--- src/ibif_pkg.sv ---
package ibif_pkg;

    localparam int DEPTH_DEF = 128;
    localparam int FUNC_W    = 2;
    localparam int START_W   = 48;
    localparam int COUNT_W   = 24;
    localparam int HANDLE_W  = 16;
    localparam int STATUS_W  = 2;

    typedef enum logic [FUNC_W-1:0] {
        FN_PUSH   = 2'd0,
        FN_POP    = 2'd1,
        FN_SEARCH = 2'd2
    } t_func;

    typedef enum logic [STATUS_W-1:0] {
        ST_OK       = 2'd0,
        ST_FULL     = 2'd1,
        ST_EMPTY    = 2'd2,
        ST_NOTFOUND = 2'd3
    } t_status;

    typedef enum logic [2:0] {
        S_IDLE,
        S_EXEC,
        S_PROBE,
        S_CMP,
        S_DONE
    } t_state;

    typedef struct packed {
        logic    in_ready;
        logic    push;
        logic    pop;
        logic    srch_init;
        logic    step;
        logic    res_set;
        t_status res_code;
        logic    res_hit;
        logic    out_ld;
    } t_cmd;

    typedef struct packed {
        logic  in_valid;
        t_func func;
        logic  full;
        logic  empty;
        logic  win_empty;
        logic  hit;
        logic  out_free;
    } t_sts;

endpackage

--- src/ibif_ctrl.sv ---
module ibif_ctrl
    import ibif_pkg::*;
(
    input  logic i_clk,
    input  logic i_rst_n,
    input  t_sts i_sts,
    output t_cmd o_cmd
);
    t_state r_state;
    t_state n_state;

    always_ff @(posedge i_clk) begin
        if (!i_rst_n) begin
            r_state <= S_IDLE;
        end else begin
            r_state <= n_state;
        end
    end

    always_comb begin
        n_state = r_state;
        o_cmd   = '0;
        case (r_state)
            S_IDLE: begin
                o_cmd.in_ready = 1'b1;
                if (i_sts.in_valid) begin
                    n_state = S_EXEC;
                end
            end
            S_EXEC: begin
                case (i_sts.func)
                    FN_PUSH: begin
                        o_cmd.res_set  = 1'b1;
                        o_cmd.res_code = i_sts.full ? ST_FULL : ST_OK;
                        o_cmd.push     = !i_sts.full;
                        n_state        = S_DONE;
                    end
                    FN_POP: begin
                        o_cmd.res_set  = 1'b1;
                        o_cmd.res_code = i_sts.empty ? ST_EMPTY : ST_OK;
                        o_cmd.pop      = !i_sts.empty;
                        n_state        = S_DONE;
                    end
                    FN_SEARCH: begin
                        o_cmd.srch_init = 1'b1;
                        n_state         = S_PROBE;
                    end
                    default: begin
                        o_cmd.res_set  = 1'b1;
                        o_cmd.res_code = ST_OK;
                        n_state        = S_DONE;
                    end
                endcase
            end
            S_PROBE: begin
                if (i_sts.win_empty) begin
                    o_cmd.res_set  = 1'b1;
                    o_cmd.res_code = ST_NOTFOUND;
                    n_state        = S_DONE;
                end else begin
                    n_state = S_CMP;
                end
            end
            S_CMP: begin
                if (i_sts.hit) begin
                    o_cmd.res_set  = 1'b1;
                    o_cmd.res_code = ST_OK;
                    o_cmd.res_hit  = 1'b1;
                    n_state        = S_DONE;
                end else begin
                    o_cmd.step = 1'b1;
                    n_state    = S_PROBE;
                end
            end
            S_DONE: begin
                if (i_sts.out_free) begin
                    o_cmd.out_ld = 1'b1;
                    n_state      = S_IDLE;
                end
            end
            default: begin
                n_state = S_IDLE;
            end
        endcase
    end
endmodule

--- config.mk ---
export PLATFORM = sky130hd
export DESIGN_NAME = ibif_ctrl
export DESIGN_NICKNAME = d
export VERILOG_FILES = /design/src/ibif_pkg.sv /design/src/ibif_ctrl.sv
export SDC_FILE = /design/constraint.sdc
export NUM_CORES = 1
export LEC_CHECK = 0
export BUFFER_PORTS_ARGS = -buffer_cell sky130_fd_sc_hd__buf_4
export CAP_MARGIN = 40
export CELL_PAD_IN_SITES_DETAIL_PLACEMENT = 0
export CELL_PAD_IN_SITES_GLOBAL_PLACEMENT = 1
export CORE_AREA = 2 2 39 41
export DETAILED_ROUTE_END_ITERATION = 8
export DIE_AREA = 0 0 41 43
export PLACE_DENSITY = 0.81
export SLEW_MARGIN = 20
export SYNTH_ARGS = -nofsm -noshare
export SYNTH_HDL_FRONTEND = slang
export SYNTH_SLANG_ARGS = --single-unit
--- constraint.sdc ---
create_clock -name i_clk -period 1.8 [get_ports i_clk]
set_input_delay 0.18 -clock i_clk [delete_from_list [all_inputs] [get_ports i_clk]]
set_output_delay 0.18 -clock i_clk [all_outputs]
set_load 0.1 [all_outputs]
# Yosys cells after proc, flatten, opt, wreduce, memory -nomap -nowiden

Index checks and enable logic that the tools add are counted.

Register bits: 3
Output and inout bits: 10
Word-level logic and storage cells: 36

Equal/unequal tests: 8
Muxes and demuxes: 22
Reduce and logical (&&, ||, !) cells: 5

Operators with widths:

| cell                 | number |
|---|---|
| $mux W3              | 7 |
| $pmux W3 S3          | 2 |
| $pmux W3 S5          | 1 |
| $mux W1              | 10 |
| $eq A3 B2 Y1 const B | 2 |
| $mux W4              | 1 |
| $ne A2 B2 Y1 const B | 2 |
| $eq A3 B1 Y1 const B | 1 |
| $eq A3 B3 Y1 const B | 1 |
| $logic_not A3 Y1     | 1 |
| $eq A2 B1 Y1 const B | 1 |
| $eq A2 B2 Y1 const B | 1 |
| $logic_not A1 Y1     | 2 |
| $logic_not A2 Y1     | 1 |
| $mux W2              | 1 |
| $reduce_and A2 Y1    | 1 |

# Longest topological paths before layout

Depth after elaboration: 3
Gate-level depth with buffers: 4

# Worst setup path after synthesis

OpenSTA, ideal clock, no wires.

Kind: reg-to-output
From: reg r_state[0]
To: out o_cmd[6] in the netlist's numbering
Arrival time: 3670 ps
Path slack: -2050 ps
Cell stages (with the launch flop): 3
Buffers on the path: 1
Cells stage by stage: dfxtp_1 > buf_6 > nor4b_1

RTL lines:

| item                   | line            | source |
|---|---|---|
| from (decl)            | ibif_ctrl.sv:9  | `t_state r_state;` |
| from (signal assigned) | ibif_ctrl.sv:16 | `r_state <= n_state;` |
| to (decl)              | ibif_ctrl.sv:7  | `output t_cmd o_cmd` |

==> key figures <==
Yosys
  • Post-Synth Simple-Gate Area: 50.8%
  • Post-synth EDFFs: 0
  • XOR/XNOR Fraction of Synth Area: 0%
  • Avg Synthesized Cell Area: 9.53 um2
  • Post-synthesis sequential area ratio: between 10% and 20%
  • Post-synthesis mux area share: 0%
  • Top cells by area, synth: dfxtp_1, buf_6, nand4b_4
  • Synth Instances: 39
  • Ys async rst share: 0%
  • Synth Register Bits: 3
  • Area leader, netlist: dfxtp_1
  • Net Count, Synth: a little under 50
  • Leading register cell type out of synthesis: dfxtp_1
  • Synth Cell Area: ~370 um2
  • Largest family of logic cells by synthesized area: simple AND/OR/NAND/NOR gates
  • Post-synthesis compound-gate area fraction: 21.9%
  • Most frequent cells after synthesis: buf_6, dfxtp_1
  • Synth warn: 0
  • Proportion of netlist area held by the largest area contributor: 16.2%
  • Adder-Cell Fraction of Synth Area: 0%
  • Unique masters post-synth: 29

Floorplanning
  • Die width: 41 um
  • Starting Density: 26.9%
  • Die H: 43 um
  • Die area: 1760 um2
  • # IOs: 20
  • Num rows: 14
  • Core Footprint: 1380 um2

Routing
  • Vias: approximately 380
  • Wire per inst: approximately 11 um
  • Detail-routed via count per cell: approximately 4.8
  • Remaining DRCs: 0
  • DRT Pass-1 Iters: 4
  • Antenna viol nets, final: 0
  • Initial drt markers: 4
  • Routed Wire Length: 870 um

Worst hold path
  • Worst min path class: in2reg
  • Hold Startpoint: i_rst_n
  • Hold Path End: r_state[0]
  • Hold depth: 2

Timing
  • Hold Vio Cnt, Final: 0
  • Achievable Freq: approximately 600 MHz
  • Worst-Margin Slew: 0.299 ns
  • Final setup fails: 0
  • Final Skew: 0.00386 ns
  • Period Utilization, post-route: 92.4%
  • Hold WS: between 0.15 and 0.2 ns
  • RSZ-0062 raised after global routing: false
  • Slew Limit Fails: 0
  • Relative slew slack: 80.0%
  • Min Tclk post-route: 1.66 ns

Final layout
  • Syn-to-layout area delta: 67.0%
  • Share of cells above drive strength 1: 71.4%
  • Final net count: 74
  • Register name with the most flops: r_state
  • Final Non-Filler Cells: 79
  • Largest regs: r_state: 3 flops
  • Max reg flops: 3
  • Finished Cell Area: 621 um2
  • Antenna Cells: 0
  • Fill count: 139

Setup path
  • R2R Setup Slk: 0.60 ns
  • Worst Setup End Kind: output pin
  • CP Max Fanout: 4
  • CP arrival: 1.48 ns
  • Reg2Reg Launch Point: r_state[2]
  • Required time worst endpoint: 1.62 ns
  • Startpoint types: flop
  • Reg-to-Reg End: r_state[2]
  • Crit path kind: reg2out
  • Worst Setup SP: r_state[2]
  • Worst R2R Path Depth: 4

Clock network
  • Worst-skew pair later-pin latency: between 0.2 and 0.25 ns
  • Clock transition at the registers of the reported paths: approximately 0.040 ns
  • CTS H-Tree Depth: 1
  • CTS sink cnt: 3
  • TritonCTS Buffers: 3
  • CTS tree: built
  • Setup repair bufs after CTS: 0
  • Max Root-Sink Buffers: 2
  • Root Buffer: clkbuf_4

Power
  • Pleak: 0.283 nW
  • Sequential power share: 22.0%
  • Sw frac: 38.5%
  • Clk network pwr share: 35.4%
  • VDD IR max: 0.249 mV
  • Int Pwr: slightly above 0.2 mW
  • Combinational share of power: 42.7%
  • P_sw: 0.127 mW
  • PwrDens: 533 nW/um2

GRT
  • Grt total ovfl: 0
  • Vias in the first global route: 349
  • Gr usage total: between 10% and 20%
  • Largest net degree at the start of global routing: 12
  • First-pass GRT wire length: about 1.5 mm
  • Initial antenna violation count: 0

Placement
  • Buffers on Ports: 19
  • DP Cell Count: 75
  • HPWL Detailed: 708 um
  • GPL Wtd Cong: 0.681
  • Dpl cell area: 591 um2

Run
  • Total of max-cap violations: 0

Run status
  • Status: finished, final reports clean
==> critical path, cell delays in order, from the launching register on <==
cell	delay (ns)
dfxtp_1	0.32
nor4b_4	0.36
nand3b_1	0.17
o31ai_4	0.08
buf_4	0.32
==> how the worst max path moves through the flow <==
stage	slack, ns	endpoint
after floorplan	-0.11	o_cmd[9]
after global routing	0.04	o_cmd[3]
after global placement	0.30	o_cmd[4]
final	0.14	o_cmd[2]
after detailed placement	0.25	o_cmd[4]
after CTS	0.004	o_cmd[4]
==> per-stage QoR <==
stage / TNS, ns / worst slack, ns / total power, mW / utilization, %
after floorplan: -0.168 / -0.110 / 0.177 / -
after global placement: 0 / 0.296 / 0.215 / 42.7
after detailed placement: 0 / 0.248 / 0.215 / 42.7
after CTS: 0 / 0.00428 / 0.336 / 44.6
after global routing: 0 / 0.0422 / 0.356 / 44.8
final: 0 / 0.137 / 0.331 / 44.8
==> cells in the final DEF, fill, tap and decap left out, drive strengths merged, types with 2 or more instances in the layout <==
master   n
buf     23
clkbuf   4
nand2b   3
nor2     3
dfxtp    3
nor4b    2
inv      2
o31ai    2
nand2    2
o21ai    2
and3     2
==> power by group through the flow <==
stage          combinational (mW)  sequential [mW]  clock (mW)
2_1_floorplan               0.103           0.0742           0
3_3_place_gp                0.142           0.0735           0
3_5_place_dp                0.142           0.0736           0
4_1_cts                     0.142           0.0726       0.121
5_1_grt                     0.149           0.0731       0.134
6_report                    0.141           0.0727       0.117
==> layout make-up <==
class | count | area (um2) | area share [%]
multi-input cells | 31 | 333 | 53.6
repair buffers | 23 | 173 | 27.8
flip-flops and latches | 3 | 61.3 | 9.88
clock buffers | 4 | 26.3 | 4.23
well taps | 16 | 20.0 | 3.23
inverters | 2 | 7.51 | 1.21
==> layer usage <==
metal / wire length, um / track usage (%)
met5: 0 / 0
met4: 0 / 6.00
met3: 71 / 4.71
met2: 431 / 18.8
met1: 368 / 14.4
==> cells by family (layout without fill, tap and decap cells) <==
family,Yosys count,count (layout)
AND/OR/NAND/NOR,21,21
AO/OA/AOI/OAI,10,10
buffers and inverters,5,29
flip-flops,3,3
==> repair_timing <==
action	in CTS	in global routing
setup endpoints to repair	0	1
resized for setup	0	2
hold buffers	0	0
No activity file was read; power rests on OpenSTA's default activity.
